==> src/design/cnm_pkg.sv <==
`timescale 1ns / 1ps
package cnm_pkg;

   // number of message fields on the bus and the edges that take part
   localparam int MsgCount = 12;
   localparam int CHECK_DEGREE = 12;
   localparam int EdgeCount = (CHECK_DEGREE > MsgCount) ? MsgCount : CHECK_DEGREE;

   localparam int MsgWidth = 8;
   localparam int MagWidth = 7;
   localparam int DataWidth = MsgCount * MsgWidth;

   // magnitude scaling m - (m >> 3) - (m >> 4)
   localparam int ScaleShiftA = 3;
   localparam int ScaleShiftB = 4;

   // largest scaled magnitude, also the value of a missing minimum
   localparam logic [MagWidth-1:0] MagSat = MagWidth'(105);

   // first merge level works on groups of four magnitudes
   localparam int GroupSize = 4;
   localparam int GroupCount = MsgCount / GroupSize;

   typedef logic signed [MsgWidth-1:0] msg_type;
   typedef logic [MagWidth-1:0] mag_type;

   typedef struct packed {
      mag_type min1;
      mag_type min2;
   } min_pair_type;

   typedef struct packed {
      mag_type [MsgCount-1:0] mag;
      logic [MsgCount-1:0]    neg;
   } edge_set_type;

   typedef struct packed {
      edge_set_type edges;
      min_pair_type mins;
      logic         parity;
   } node_type;

   function automatic min_pair_type sort_two(mag_type a, mag_type b);
      min_pair_type r;
      if (a <= b) begin
         r.min1 = a;
         r.min2 = b;
      end else begin
         r.min1 = b;
         r.min2 = a;
      end
      return r;
   endfunction

   // two smallest of two sorted pairs, repeated values kept apart
   function automatic min_pair_type merge_pairs(min_pair_type a, min_pair_type b);
      min_pair_type r;
      if (a.min1 <= b.min1) begin
         r.min1 = a.min1;
         r.min2 = (a.min2 <= b.min1) ? a.min2 : b.min1;
      end else begin
         r.min1 = b.min1;
         r.min2 = (b.min2 <= a.min1) ? b.min2 : a.min1;
      end
      return r;
   endfunction

endpackage

==> src/design/cnm_scale.sv <==
`timescale 1ns / 1ps
module cnm_scale
   import cnm_pkg::*;
(
   input  logic                   clock,
   input  logic                   reset,
   input  logic                   in_valid,
   output logic                   in_ready,
   input  msg_type [MsgCount-1:0] in_msg,
   output logic                   out_valid,
   input  logic                   out_ready,
   output edge_set_type           out_set
);

   logic         valid_ff;
   logic         valid_in;
   edge_set_type set_ff;
   edge_set_type set_in;

   assign in_ready = !valid_ff || out_ready;
   assign valid_in = in_ready ? in_valid : valid_ff;

   always_comb begin
      logic [MsgWidth-1:0] m;
      logic [MsgWidth-1:0] s;
      set_in = set_ff;
      for (int i = 0; i < MsgCount; i++) begin
         m = in_msg[i][MsgWidth-1] ? MsgWidth'(-in_msg[i]) : MsgWidth'(in_msg[i]);
         s = m - (m >> ScaleShiftA) - (m >> ScaleShiftB);
         if (i < EdgeCount) begin
            set_in.mag[i] = s[MagWidth-1:0];
            set_in.neg[i] = in_msg[i][MsgWidth-1];
         end else begin
            // idle edges never win the minimum and add no sign
            set_in.mag[i] = MagSat;
            set_in.neg[i] = 1'b0;
         end
      end
   end

   always_ff @(posedge clock) begin
      if (reset) begin
         valid_ff <= 1'b0;
      end else begin
         valid_ff <= valid_in;
      end
   end

   always_ff @(posedge clock) begin
      if (in_ready && in_valid) begin
         set_ff <= set_in;
      end
   end

   assign out_valid = valid_ff;
   assign out_set   = set_ff;

endmodule

==> src/design/cnm_merge.sv <==
`timescale 1ns / 1ps
module cnm_merge
   import cnm_pkg::*;
(
   input  logic         clock,
   input  logic         reset,
   input  logic         in_valid,
   output logic         in_ready,
   input  edge_set_type in_set,
   output logic         out_valid,
   input  logic         out_ready,
   output node_type     out_node
);

   // first stage: two smallest of each group of four
   logic                              grp_valid_ff;
   logic                              grp_valid_in;
   logic                              grp_ready;
   min_pair_type [GroupCount-1:0]     grp_ff;
   min_pair_type [GroupCount-1:0]     grp_in;
   edge_set_type                      grp_set_ff;

   // second stage: merge of the groups and the sign parity
   logic         node_valid_ff;
   logic         node_valid_in;
   node_type     node_ff;
   node_type     node_in;

   assign grp_ready    = !node_valid_ff || out_ready;
   assign in_ready     = !grp_valid_ff || grp_ready;
   assign grp_valid_in = in_ready ? in_valid : grp_valid_ff;
   assign node_valid_in = grp_ready ? grp_valid_ff : node_valid_ff;

   always_comb begin
      for (int g = 0; g < GroupCount; g++) begin
         grp_in[g] = merge_pairs(
            sort_two(in_set.mag[g*GroupSize],     in_set.mag[g*GroupSize + 1]),
            sort_two(in_set.mag[g*GroupSize + 2], in_set.mag[g*GroupSize + 3]));
      end
   end

   always_comb begin
      min_pair_type acc;
      acc = grp_ff[0];
      for (int g = 1; g < GroupCount; g++) begin
         acc = merge_pairs(acc, grp_ff[g]);
      end
      node_in.edges  = grp_set_ff;
      node_in.mins   = acc;
      node_in.parity = ^grp_set_ff.neg;
   end

   always_ff @(posedge clock) begin
      if (reset) begin
         grp_valid_ff  <= 1'b0;
         node_valid_ff <= 1'b0;
      end else begin
         grp_valid_ff  <= grp_valid_in;
         node_valid_ff <= node_valid_in;
      end
   end

   always_ff @(posedge clock) begin
      if (in_ready && in_valid) begin
         grp_ff     <= grp_in;
         grp_set_ff <= in_set;
      end
      if (grp_ready && grp_valid_ff) begin
         node_ff <= node_in;
      end
   end

   assign out_valid = node_valid_ff;
   assign out_node  = node_ff;

endmodule

==> src/design/cnm_select.sv <==
`timescale 1ns / 1ps
module cnm_select
   import cnm_pkg::*;
(
   input  logic                   clock,
   input  logic                   reset,
   input  logic                   in_valid,
   output logic                   in_ready,
   input  node_type               in_node,
   output logic                   out_valid,
   input  logic                   out_ready,
   output msg_type [MsgCount-1:0] out_msg
);

   logic                   valid_ff;
   logic                   valid_in;
   msg_type [MsgCount-1:0] msg_ff;
   msg_type [MsgCount-1:0] msg_in;

   assign in_ready = !valid_ff || out_ready;
   assign valid_in = in_ready ? in_valid : valid_ff;

   always_comb begin
      mag_type             m;
      logic [MsgWidth-1:0] ext;
      logic                negative;
      for (int i = 0; i < MsgCount; i++) begin
         m = (in_node.edges.mag[i] == in_node.mins.min1) ? in_node.mins.min2
                                                         : in_node.mins.min1;
         ext = {1'b0, m};
         // own sign taken back out of the full parity
         negative = in_node.parity ^ in_node.edges.neg[i];
         if (i < EdgeCount) begin
            msg_in[i] = negative ? msg_type'(~ext + 1'b1) : msg_type'(ext);
         end else begin
            msg_in[i] = '0;
         end
      end
   end

   always_ff @(posedge clock) begin
      if (reset) begin
         valid_ff <= 1'b0;
      end else begin
         valid_ff <= valid_in;
      end
   end

   always_ff @(posedge clock) begin
      if (in_ready && in_valid) begin
         msg_ff <= msg_in;
      end
   end

   assign out_valid = valid_ff;
   assign out_msg   = msg_ff;

endmodule

==> src/design/ldpc_check_node_min_sum.sv <==
`timescale 1ns / 1ps
// normalized min-sum check-node update, one check node of degree 12 per word
// req channel: one word carries the twelve signed 8-bit variable-to-check
//    messages, msg 0 in the lowest byte
// rsp channel: one word carries the twelve check-to-variable messages in the
//    same byte order; edges beyond the node degree read as zero
// each magnitude is scaled by about 0.8125 before the search for the two
//    smallest; an edge holding the smallest gets the second smallest, and
//    its sign is the product of the other signs
// pipeline of four register stages: scaling, four-wide min groups, final
//    merge with sign parity, and output select held in the rsp register
// throughput: one word per cycle while rsp_tready does not stall, set by the stage handoff
// each stage moves on when its successor is empty or advancing, so a stalled
//    rsp_tready fills the pipeline up to four words before req_tready drops;
//    nothing is lost or repeated across a stall
// reset (synchronous, active high) empties all stages; there is no other
//    state, so req_tready is already high when reset falls
module ldpc_check_node_min_sum
   import cnm_pkg::*;
(
   input  logic                 clock,
   input  logic                 reset,
   input  logic                 req_tvalid,
   output logic                 req_tready,
   input  logic [DataWidth-1:0] req_tdata,  // in_msg_0 .. in_msg_11, 8 bits each
   output logic                 rsp_tvalid,
   input  logic                 rsp_tready,
   output logic [DataWidth-1:0] rsp_tdata   // out_msg_0 .. out_msg_11, 8 bits each
);

   msg_type [MsgCount-1:0] in_msg;
   msg_type [MsgCount-1:0] out_msg;

   logic         scale_valid;
   logic         scale_ready;
   edge_set_type scale_set;

   logic         merge_valid;
   logic         merge_ready;
   node_type     merge_node;

   assign in_msg    = req_tdata;
   assign rsp_tdata = out_msg;

   // stage 1: sign split and magnitude scaling
   cnm_scale u_scale (
      .clock     (clock),
      .reset     (reset),
      .in_valid  (req_tvalid),
      .in_ready  (req_tready),
      .in_msg    (in_msg),
      .out_valid (scale_valid),
      .out_ready (scale_ready),
      .out_set   (scale_set)
   );

   // stages 2 and 3: sort-and-merge tree for min1 and min2, sign parity
   cnm_merge u_merge (
      .clock     (clock),
      .reset     (reset),
      .in_valid  (scale_valid),
      .in_ready  (scale_ready),
      .in_set    (scale_set),
      .out_valid (merge_valid),
      .out_ready (merge_ready),
      .out_node  (merge_node)
   );

   // stage 4: per-edge min select and sign, output register
   cnm_select u_select (
      .clock     (clock),
      .reset     (reset),
      .in_valid  (merge_valid),
      .in_ready  (merge_ready),
      .in_node   (merge_node),
      .out_valid (rsp_tvalid),
      .out_ready (rsp_tready),
      .out_msg   (out_msg)
   );

`ifndef ASSERT_OFF
   // input back-pressure only ever comes from a stalled output
   assert property (@(posedge clock) disable iff (reset)
      !req_tready |-> (rsp_tvalid && !rsp_tready))
      else $error("req_tready low without a stalled rsp word");

   // merge tree keeps the two minima ordered
   assert property (@(posedge clock) disable iff (reset)
      merge_valid |-> (merge_node.mins.min1 <= merge_node.mins.min2))
      else $error("min1 above min2");

   // no minimum exceeds the scaled saturation value
   assert property (@(posedge clock) disable iff (reset)
      merge_valid |-> (merge_node.mins.min2 <= MagSat))
      else $error("minimum beyond scaled range");

   // a word held in the merge stage moves on once the select stage frees up
   assert property (@(posedge clock) disable iff (reset)
      (merge_valid && !rsp_tvalid) |=> rsp_tvalid)
      else $error("merged word not passed to output");
`endif

endmodule
==> config.mk <==
export PLATFORM = sky130hd
export DESIGN_NAME = ldpc_check_node_min_sum
export DESIGN_NICKNAME = d
export VERILOG_FILES = /design/src/design/cnm_pkg.sv /design/src/design/cnm_scale.sv /design/src/design/cnm_merge.sv /design/src/design/cnm_select.sv /design/src/design/ldpc_check_node_min_sum.sv
export SDC_FILE = /design/constraint.sdc
export NUM_CORES = 1
export LEC_CHECK = 0
export ABC_AREA = 1
export BUFFER_PORTS_ARGS = -buffer_cell sky130_fd_sc_hd__buf_4
export CORE_MARGIN = 1.5
export CORE_UTILIZATION = 25
export DETAILED_ROUTE_END_ITERATION = 7
export PLACE_DENSITY = 0.48
export SLEW_MARGIN = 0
export SYNTH_ARGS = -nofsm -noshare
export SYNTH_HDL_FRONTEND = slang
export SYNTH_HIERARCHICAL = 1
export SYNTH_SLANG_ARGS = --single-unit
==> constraint.sdc <==
create_clock -name clock -period 19.9 [get_ports clock]
set_input_delay 1.99 -clock clock [delete_from_list [all_inputs] [get_ports clock]]
set_output_delay 1.99 -clock clock [all_outputs]
set_load 0.01 [all_outputs]
## Word-level counts from Yosys, hierarchy flattened

Cells that the tools add are included.

| word-level totals | value |
|---|---|
| flip-flop bits (word level) | 445 |
| bits in latches | 0 |
| bits in writable memories | 0 |
| ROM bits | 0 |
| bits of input ports | 100 |
| memories | 0 |

| operators by class | value |
|---|---|
| add/sub/neg operators | 48 |
| $mul | 0 |
| div/mod/pow operators | 0 |
| $lt $le $gt $ge | 21 |
| eq/ne operators | 12 |
| shift-type cells | 0 |
| mux-type cells | 57 |
| bitwise gates (word level) | 24 |
| reduce and logical (&&, ||, !) cells | 13 |

Operators by type and width:

| cell | number |
|---|---|
| $mux 7 | 34 |
| $mux 14 | 11 |
| $le 7x7->1 | 21 |
| $add 8x1->8 const B | 12 |
| $mux 8 | 12 |
| $neg 8->8 | 12 |
| $not 7->8 | 12 |
| $eq 7x7->1 | 12 |
| $sub 7x4->7 | 12 |
| $sub 7x5->7 | 12 |
| $reduce_xor 12->1 | 1 |
| $xor 1x1->1 | 12 |
| $logic_and 1x1->1 | 4 |
| $logic_not 1->1 | 4 |
| $logic_or 1x1->1 | 4 |

## Depth between registers and ports, before layout

Gate-level depths: netlist of the first run.

| depth | value |
|---|---|
| word-level depth | 6 |
| gate-level depth with buffers | 26 |

## Modules after synthesis

Netlist of the first run, hierarchy kept.

Modules (own cells, without submodules):

| module | times used | cells each | area each (sq um) | sequential area each (sq um) |
|---|---|---|---|---|
| cnm_merge | 1 | 1452 | 14261.2 | 7517.2 |
| cnm_select | 1 | 1452 | 9385.3 | 2902.8 |
| cnm_scale | 1 | 1070 | 9016.1 | 2902.8 |

## Worst setup path before layout of the first run

No wires, ideal clock.

| path | value |
|---|---|
| kind | in2reg |
| start point | input port rsp_tready |
| end point | register u_merge.node_ff, in the netlist u_merge/out_node[0] (enable) |
| library setup time | 617 ps |
| data arrival time | 7495 ps |
| required time | 19283 ps |
| setup slack | 11788 ps |
| stages | 4 |
| buffers on the path | 0 |
| path through | inv_1 -> nand2_1 -> inv_1 -> a21oi_1 |

| on the way | value |
|---|---|
| cells in the longest elaborated chain, start to end | 3 |

Ends and longest elaborated chain:

| what | RTL line | RTL |
|---|---|---|
| start, declared | ldpc_check_node_min_sum.sv:27 | `input logic rsp_tready,` |
| $logic_or 1x1->1 | cnm_select.sv:20 | `assign in_ready = !valid_ff \|\| out_ready;` |
| named net merge_ready | ldpc_check_node_min_sum.sv:39 | `logic merge_ready;` |
| $logic_or 1x1->1 | cnm_merge.sv:29 | `assign grp_ready = !node_valid_ff \|\| out_ready;` |
| $logic_and 1x1->1 | cnm_merge.sv:68 | `if (grp_ready && grp_valid_ff) begin` |
| end signal, assigned | cnm_merge.sv:69 | `node_ff <= node_in;` |
| end, declared | cnm_merge.sv:26 | `node_type node_ff;` |

The timed path passes the listed nets, and every way through them passes these cells.
A chain may end at the register's enable or synchronous reset.

## Worst setup path after layout of the first run

| path | value |
|---|---|
| start point | input port rsp_tready |
| end point | output port req_tready |

| on the way | value |
|---|---|
| cells in the longest elaborated chain, start to end | 4 |

Ends and longest elaborated chain:

| what | RTL line | RTL |
|---|---|---|
| $logic_or 1x1->1 | cnm_select.sv:20 |  |
| named net merge_ready | ldpc_check_node_min_sum.sv:39 |  |
| $logic_or 1x1->1 | cnm_merge.sv:29 |  |
| $logic_or 1x1->1 | cnm_merge.sv:30 | `assign in_ready = !grp_valid_ff \|\| grp_ready;` |
| named net scale_ready | ldpc_check_node_min_sum.sv:35 | `logic scale_ready;` |
| $logic_or 1x1->1 | cnm_scale.sv:20 | `assign in_ready = !valid_ff \|\| out_ready;` |
| end, declared | ldpc_check_node_min_sum.sv:24 | `output logic req_tready,` |

The timed path passes the listed nets, and every way through them passes these cells.

==> results of run 1 <==
worst max-delay path by stage:
stage / to / slack, ns
after CTS: req_tready / 15.02
after floorplan: u_merge/out_node[0] / 11.79
after global placement: req_tready / 15.02
final: req_tready / 15.04
after detailed placement: req_tready / 15.02
after global routing: req_tready / 14.90
report_power, final:
group | switching [mW] | internal [mW]
Combinational | 1.92 | 0.968
Clock | 0.400 | 0.518
Sequential | 0.176 | 1.33
Total | 2.50 | 2.81
metal layers:
layer,track usage,vias up,share of wire
li1,-,13210,-
met1,0.181,11416,0.49
met2,0.211,381,0.45
met3,0.0171,86,0.041
met4,0.0270,0,0.018
met5,0,-,0
cell usage in the layout (no fill, tap or decap), types with 15 or more instances in the layout:
cell type	instances
o211ai_1	18
o21ai_0	160
o21bai_1	25
inv_2	25
nor2_2	24
xor2_1	108
edfxtp_1	441
nand3_1	206
o21ai_1	57
ha_1	252
fa_1	31
nand2_2	80
inv_1	655
nand4_1	32
o21ai_2	28
or2_2	15
xnor2_1	45
nand3b_1	16
buf_4	212
nand2_1	1211
nand3_2	21
a21oi_1	128
nor2_1	167
clkbuf_16	52
stage by stage:
step	area [um^2]	hold WS (ns)
after floorplan	32700	0.400
after global placement	35900	0.402
after detailed placement	35900	0.405
after CTS	37500	0.393
after global routing	37500	0.408
final	37500	0.399
cell type report:
class | count | area share
sequential | 445 | 0.355
timing repair buffer | 212 | 0.0424
tap | 1742 | 0.0581
inverter | 687 | 0.0691
clock buffer | 60 | 0.0355
clock inverter | 31 | 0.00743
multi-input combinational | 2761 | 0.433
state kept, by name, indices dropped and copies added, names as in the netlist:
| register | cells |
|---|---|
| u_merge/grp_valid_ff | 1 |
| u_merge/out_valid | 1 |
| u_scale/out_valid | 1 |
| u_merge/grp_set_ff | 96 |
| u_scale/out_set | 96 |
| u_select/out_valid | 1 |
| u_select/out_msg | 96 |
| u_merge/grp_ff | 42 |
| u_merge/out_node | 111 |
kinds of logic after synthesis:
kind of cell / Yosys count
AOI/OAI and AO/OA: 480
buffers and inverters: 768
and+or+nand+nor: 1834
DFF: 445
xor gates and xnor gates: 161
adders and majority gates: 283
muxes: 3
==> flow_summary.toml, run 1 <==
[clock_tree]
cts-root-buf = "clkbuf_16"
cts_resized = 0
clockBufferDepth = 3
clock_latency_ns = 0.65
postCtsSetupBuffers = 0
htree_levels = 2
clk_pin_slew_ns = 0.06
cts.sinks = 445
cts_tree = "yes"
postCtsHoldBufs = 0
cts-buffers-inserted = 52

[sta]
fin_crit_ns = 4.86
setup_viol = 0
max_freq_ghz = 0.206
max_slew_margin = 0.112
rsz0062_at_grt = "false"
worst_pin_slew_ns = 1.32
tns_ns = 0
finalHoldViolCount = 0
slew_viol_final = 0
setup_slack_ns = 15.04
period_share = 0.244
fin_skew_ns = 0.0338

[finish]
drive_above_1_share = 0.130
post-route-util = 0.290
regArea_um2 = 13300
fin_nets = 4542
multi_input_area_um2 = 16200
fin_cells = 5938
n_fill_cell = 13750
syn_to_final_growth_pct = 14.9
diodes = 0

[worst_setup_path]
rr_startpoint = "u_scale/out_set[77]"
worstSetupPathType = "input port to primary output"
critPathMaxStageDelay_ns = 0.15
critPathCaptureType = "primary output"
crit_fanout = 3
path_buf_inv = 5
crit_cells = 8
r2r_slack_ns = 15.39
critPathTopFamily = "buffers and inverters"
path_cells = "buf_4 -> inv_1 -> nand2_1 -> inv_1 -> nand3_1 -> inv_1 -> nand2_1 -> buf_4"
cp_common_cell = "inv_1"
reg2reg_depth = 17
critPathLaunchType = "input port"
reg2reg_to = "u_merge/grp_ff[30]"
critPathRequiredTime_ns = 17.91
cpMaxStageDelayCell = "buf_4"
cp.arrival_ns = 2.87
crit_path_start = "rsp_tready"

[placement]
dp_hpwl_um = 67100
dpl_worst_slack_ns = 15.02
gp_congestion = 0.851
dp.cells = 5847
io_buffers = 197

[job]
cap_violations = 0

[logic_synthesis]
ys_seq_area_frac = 0.408
synthXorXnorAreaFrac = 0.0450
syn_avg_cell_area_um2 = 8.22
synth_edf_count = 441
ys_warn_count = 6
synth_area_leaders = "edfxtp_1, nand2_1, ha_1"
synth_compound_area_frac = 0.0858
synth_fa_ha_area_frac = 0.116
yosysUniqueCellTypes = 57
synth_top_family_by_area = "simple AND/OR/NAND/NOR gates"
yosysTopAreaCell = "edfxtp_1"
postSynth.asyncResetShare = 0
synth_top_area_share = 0.405
syn-num-nets = 4357
synth_simple_gate_area_share = 0.249
ys_ff_latch = 445
muxShareOfSynthArea = 0.000919
yosys_most_used_dff = "edfxtp_1"
postSynthCellCount = 3974
synth_most_common_cell = "nand2_1"
netlist_area_um2 = 32700
ys_top_cells_by_count = "nand2_1, inv_1, edfxtp_1, ha_1, nand3_1"

[global_routing]
grt_pass1_wl_um = 134000
antenna_found_initial = 2
grt_overflow = 0
grt_usage = 0.129
grt_pass1_vias = 23391
grt_max_degree = 73

[power_and_ir_drop]
power_mw = 5.31
vdd_drop_max_uv = 84.4
p_leak_nw = 17.7
cellPowerDensity_nw_per_um2 = 141

[routing]
vias_per_cell = 4.23
dr.first_iter.drc_count = 1560
drcViolationCount = 0
wl_um = 86600
via_count = 25093
routedWlPerCell_um = 14.6
first_pass_iters = 5
ant_nets = 0

[floorplan]
core-area_um2 = 130000
die_y_um = 364
initial_utilization = 0.252
die_area_um2 = 133000
row_count = 132
ios = 198
die_w_um = 364

[min_path]
min_to = "u_merge/out_node[56]"
min-delay-start = "u_merge/grp_set_ff[41]"
worstHoldPathType = "register to register"
whs_path_depth = 0

[status]
status = "completed"
Power figures use the tool's default switching activity.
==> run 2: changes to the inputs <==
Settings changed: ABC_AREA 1 to 0, PLACE_DENSITY 0.48 to 0.49.
Clock period 19.9 ns to 4.2 ns, I/O delays scaled along.
==> run 2 against run 1 <==
  * Clock skew down 0.012 ns
  * Cell count down 22%
  * Sequential share of layout area up 0.35 points
  * Synthesized cell count down 34%
  * Utilization up 1.7 points
  * First-iteration DRC count down 19%
  * Critical endpoint is now u_merge/out_node[2]
  * Largest cell class unchanged
==> flow_summary.toml, run 2 <==
[routing]
wl_um = 79300
dr.first_iter.drc_count = 1258
ant_nets = 0
vias_per_cell = 4.37
drcViolationCount = 0
first_pass_iters = 6
via_count = 20320
routedWlPerCell_um = 17.1

[floorplan]
row_count = 128
die_y_um = 352
core-area_um2 = 121000
initial_utilization = 0.252
die_area_um2 = 124000
ios = 198
die_w_um = 352

[logic_synthesis]
synth_area_leaders = "edfxtp_1, ha_1, xnor2_1"
synth_most_common_cell = "edfxtp_1"
syn-num-nets = 2994
yosysTopAreaCell = "edfxtp_1"
ys_top_cells_by_count = "edfxtp_1, inv_1, ha_1, xnor2_1, a21oi_1"
yosysUniqueCellTypes = 95
postSynthCellCount = 2611
ys_seq_area_frac = 0.436
netlist_area_um2 = 30500
synth_top_area_share = 0.434
postSynth.asyncResetShare = 0
yosys_most_used_dff = "edfxtp_1"
syn_avg_cell_area_um2 = 11.7
ys_ff_latch = 445
ys_warn_count = 6
synth_edf_count = 441

[worst_setup_path]
rr_startpoint = "u_merge/grp_ff[19]"
critPathRequiredTime_ns = 4.56
crit_fanout = 11
r2r_slack_ns = 0.14
critPathLaunchType = "register"
critPathCaptureType = "register"
worstSetupPathType = "register to register"
cp.arrival_ns = 4.42
reg2reg_depth = 15
reg2reg_to = "u_merge/out_node[2]"

[placement]
dp_hpwl_um = 62400
dpl_worst_slack_ns = -0.0458
io_buffers = 197
gp_congestion = 0.887

[min_path]
whs_path_depth = 1
worstHoldPathType = "input port to register"
min_to = "u_scale/out_set[8]"
min-delay-start = "req_tdata[71]"

[sta]
worst_pin_slew_ns = 1.11
slew_viol_final = 0
finalHoldViolCount = 0
setup_slack_ns = 0.144
fin_skew_ns = 0.0216
fin_crit_ns = 4.06
max_freq_ghz = 0.247
max_slew_margin = 0.259
period_share = 0.966
setup_viol = 0

[finish]
final_common_cell = "edfxtp_1"
largest_register_ffs = 111
fin_nets = 3366
post-route-util = 0.306
multi_input_area_um2 = 16100
diodes = 0
mostFrequentLayoutCells = "edfxtp_1, buf_4, inv_1"
regArea_um2 = 13300
n_fill_cell = 12485
drive_above_1_share = 0.229
syn_to_final_growth_pct = 21.8

[global_routing]
grt_usage = 0.125
grt_max_degree = 94
grt_pass1_wl_um = 122000
antenna_found_initial = 2
grt_pass1_vias = 20364
grt_overflow = 0

[job]
cap_violations = 0

[clock_tree]
cts.sinks = 445
clk_pin_slew_ns = 0.06
clock_latency_ns = 0.62
clockBufferDepth = 3
cts-root-buf = "clkbuf_16"
cts-buffers-inserted = 53
htree_levels = 2
cts_tree = "yes"

[power_and_ir_drop]
vdd_drop_max_uv = 483
cellPowerDensity_nw_per_um2 = 797
p_leak_nw = 15.0

[status]
status = "completed"
## run 2: changes by cell type after synthesis, sizes merged, moves of 39 or more
cell / delta
a21o: +39
a21oi: +56
inv: -421
mux2: +59
mux2i: +153
nand2: -1203
nand3: -185
o21ai: -198
xnor2: +204
## run 2: worst max-delay path by stage
| stage | start | end | slack, ns | cells past startpoint |
|---|---|---|---|---|
| after floorplan | u_scale/out_set[58] | u_merge/grp_ff[26] | 0.02 | 16 |
| after global placement | u_merge/grp_ff[25] | u_merge/out_node[7] | 0.01 | 19 |
| after detailed placement | u_merge/grp_ff[8] | u_merge/out_node[5] | -0.05 | 19 |
| after CTS | u_scale/out_set[77] | u_merge/grp_ff[31] | 0.03 | 17 |
| after global routing | u_scale/out_set[93] | u_merge/grp_ff[31] | -0.03 | 18 |
| final | u_merge/grp_ff[19] | u_merge/out_node[2] | 0.14 | 15 |
## run 2: cells by family (layout without fill, tap and decap cells)
| family | Yosys count | in the layout | share of synthesized area |
|---|---|---|---|
| fa+ha+maj | 289 | 289 | 0.126 |
| flops | 445 | 445 | 0.436 |
| buf+inv | 331 | 744 | 0.0463 |
| compound gates | 497 | 497 | 0.110 |
| mux | 215 | 215 | 0.0731 |
| xor+xnor | 355 | 355 | 0.116 |
| simple gates | 479 | 479 | 0.0922 |
## run 2: final cells by class
type | count | area share
repair buffers | 384 | 0.0813
clock inverters | 31 | 0.00801
well taps | 1625 | 0.0547
clock buffers | 65 | 0.0375
flip-flops and latches | 445 | 0.358
multi-input cells | 1835 | 0.434
inverters | 264 | 0.0267
## run 2: per-layer routing
| metal | vias to the layer above | global-route usage | routed length, um |
|---|---|---|---|
| met2 | 421 | 0.200 | 35500 |
| li1 | 10189 | - | - |
| met4 | 0 | 0.0295 | 1670 |
| met5 | - | 0 | 0 |
| met1 | 9595 | 0.179 | 38900 |
| met3 | 115 | 0.0167 | 3160 |
## run 2: where the power goes
group | internal, mW | switching (mW)
logic | 8.42 | 9.45
clock network | 2.61 | 1.87
registers | 6.39 | 0.898
## run 2: critical path, cell delays in order, from the launching register on
cell and delay, ns:
edfxtp_1 0.47, ha_1 0.33, and4_1 0.22, and4_1 0.39, o311ai_0 0.16, a311oi_1 0.53
a21oi_1 0.16, ha_1 0.33, o21a_1 0.11, o21ai_0 0.14, a21oi_1 0.10, o31ai_2 0.18
buf_4 0.18, nand2b_4 0.19, o22ai_1 0.10, a31o_2 0.24
## run 2: per-stage QoR
step	instances	hold slack, ns	total power, mW	setup TNS [ns]	cell area [um^2]
6_report	4649	0.0477	29.6	0	37200
5_1_grt	4649	0.0271	31.9	-0.0608	37200
4_1_cts	4619	0.00302	28.5	0	36700
3_5_place_dp	4520	0.405	23.8	-0.130	34900
3_3_place_gp	4520	0.403	23.8	0	34900
2_1_floorplan	2611	0.400	18.4	0	30600
## run 2: timing repair
item | 4_1_cts | 5_1_grt
pin swaps | 0 | 15
endpoints found under the setup margin | 6 | 36
endpoints found under the hold margin | 5 | 0
buffers inserted | 0 | 29
hold buffers | 3 | 0
cloned | 0 | 1
gates resized for setup | 2 | 66
==> run 3: changes to the inputs <==
Settings changed: CORE_UTILIZATION 25 to 39, PLACE_DENSITY 0.49 to 0.65.
==> run 3 against run 2 <==
  * Combinational power about the same
  * Clock power is 5.4% lower
  * Largest power group unchanged
  * Count of clock-buffer cells in the layout fell by 11
  * Sequential power shrank 1%
  * Critical endpoint is now u_merge/grp_ff[33]
  * Sequential cell count unchanged
  * Die area is 36% lower
  * Setup slack worse by 0.031 ns
  * Power fell by 1.0%
  * Via count hardly changed
==> flow_summary.toml, run 3 (synthesized netlist as in run 2, its figures left out) <==
[status]
status = "completed"

[global_routing]
antenna_found_initial = 2
grt_usage = 0.173
grt_pass1_vias = 19535
grt_overflow = 0
grt_pass1_wl_um = 108000
grt_max_degree = 58

[routing]
first_pass_iters = 6
wl_um = 70700
via_count = 20335
drcViolationCount = 0
vias_per_cell = 5.02
ant_nets = 0
routedWlPerCell_um = 17.4
dr.first_iter.drc_count = 1035

[finish]
mostFrequentLayoutCells = "edfxtp_1, buf_4, inv_1"
fin_area_um2 = 36400
fin_nets = 3354
post-route-util = 0.470
largest_register_ffs = 111
final_common_cell = "edfxtp_1"
diodes = 0
syn_to_final_growth_pct = 19.2
drive_above_1_share = 0.228

[worst_setup_path]
worstSetupPathType = "register to register"
critPathMaxStageDelay_ns = 0.44
cp.arrival_ns = 4.51
crit_fanout = 6
critPathLaunchType = "register"
critPathCaptureType = "register"
path_cells = "ha_1 -> o21ai_0 -> nor2_2 -> o32ai_4 -> mux2i_2 -> inv_1 -> ha_4 -> a21o_1 -> a211oi_2 -> nor2b_4 -> o22ai_2 -> o41ai_4 -> buf_6 -> mux2_2 -> mux2i_1"
path_buf_inv = 2
critPathTopFamily = "compound AO/OA/AOI/OAI gates"
critPathRequiredTime_ns = 4.62
cpMaxStageDelayCell = "edfxtp_1"

[power_and_ir_drop]
vdd_drop_max_uv = 544
cellPowerDensity_nw_per_um2 = 806
p_leak_nw = 14.9

[min_path]
worstHoldPathType = "input port to register"

[sta]
worst_pin_slew_ns = 0.975
fin_skew_ns = 0.0231
max_freq_ghz = 0.245
tns_ns = 0
finalHoldViolCount = 0
fin_crit_ns = 4.09
rsz0062_at_grt = "true"
slew_viol_final = 0
holdWs_ns = 0.0790
setup_viol = 0
period_share = 0.973
max_slew_margin = 0.348

[clock_tree]
clockBufferDepth = 3
cts-root-buf = "clkbuf_16"
cts-buffers-inserted = 48
cts_tree = "yes"
cts.sinks = 445
htree_levels = 2
clk_pin_slew_ns = 0.06
clock_latency_ns = 0.59

[floorplan]
row_count = 102
die_y_um = 283
ios = 198
initial_utilization = 0.394
die_area_um2 = 80000
die_w_um = 283
core-area_um2 = 77500

[job]
cap_violations = 0

[placement]
dp_hpwl_um = 55500
gp_congestion = 0.923
io_buffers = 197
placed_area_um2 = 34100
run 3: cell count changes in the layout (fill, tap and decap cells not counted), moves of 5 or more:
| cell | before | now |
|---|---|---|
| clkbuf_1 | 11 | 5 |
| clkbuf_16 | 54 | 49 |
| buf_6 | 4 | 10 |
| buf_4 | 366 | 356 |
| mux2i_2 | 13 | 7 |
| clkinv_2 | 10 | 5 |
run 3: routing by layer:
metal | global-route usage | share of wire
met4 | 0.0488 | 0.023
met1 | 0.234 | 0.46
met3 | 0.0221 | 0.041
met5 | 0 | 0
met2 | 0.292 | 0.47
run 3: per-stage QoR:
stage                     power, mW  cells  setup slack, ns
after global routing           31.5   4050           -0.109
after floorplan                18.4   2611           0.0160
after global placement         23.4   3929         -0.00854
after detailed placement       23.5   3929           -0.114
after CTS                      27.9   4019           0.0156
final                          29.3   4050            0.112
run 3: path summary, 6_finish.rpt:
kind	startpoint	to	slack (ns)	cells after the start
setup / recovery	u_scale/out_set[73]	u_merge/grp_ff[33]	0.11	15
hold / removal	req_tvalid	u_scale/out_valid	0.08	3
setup reg to reg	u_scale/out_set[73]	u_merge/grp_ff[33]	0.11	15
hold reg to reg	u_merge/grp_set_ff[14]	u_merge/out_node[29]	0.41	0
run 3: repair_timing:
action                     in CTS  in global routing
hold buffers                    1                  0
cloned                          0                  0
gates resized for setup         5                 75
setup endpoints to repair       7                 40
hold endpoints to repair        4                  0
buffers inserted                0                 32
pin swaps                       0                 21
run 3: worst min-delay path: cells and delay by family:
family | cells | cell delay, ns
buf+inv | 2 | 0.15
compound gates | 1 | 0.05
run 3: report_power, final:
part	internal [mW]	total [mW]	switching [mW]	leakage, nW
combinational	8.55	17.9	9.34	9.96
clock	2.47	4.24	1.77	0.767
sequential	6.39	7.21	0.826	4.16
total	17.4	29.3	11.9	14.9
run 3: layout make-up:
| cell class | count | area, um^2 |
|---|---|---|
| fill | 6998 | 41100 |
| multi-input combinational | 1835 | 16200 |
| sequential | 445 | 13300 |
| timing repair buffer | 377 | 3000 |
| tap | 1040 | 1300 |
| clock buffer | 54 | 1240 |
| inverter | 264 | 991 |
| clock inverter | 35 | 350 |
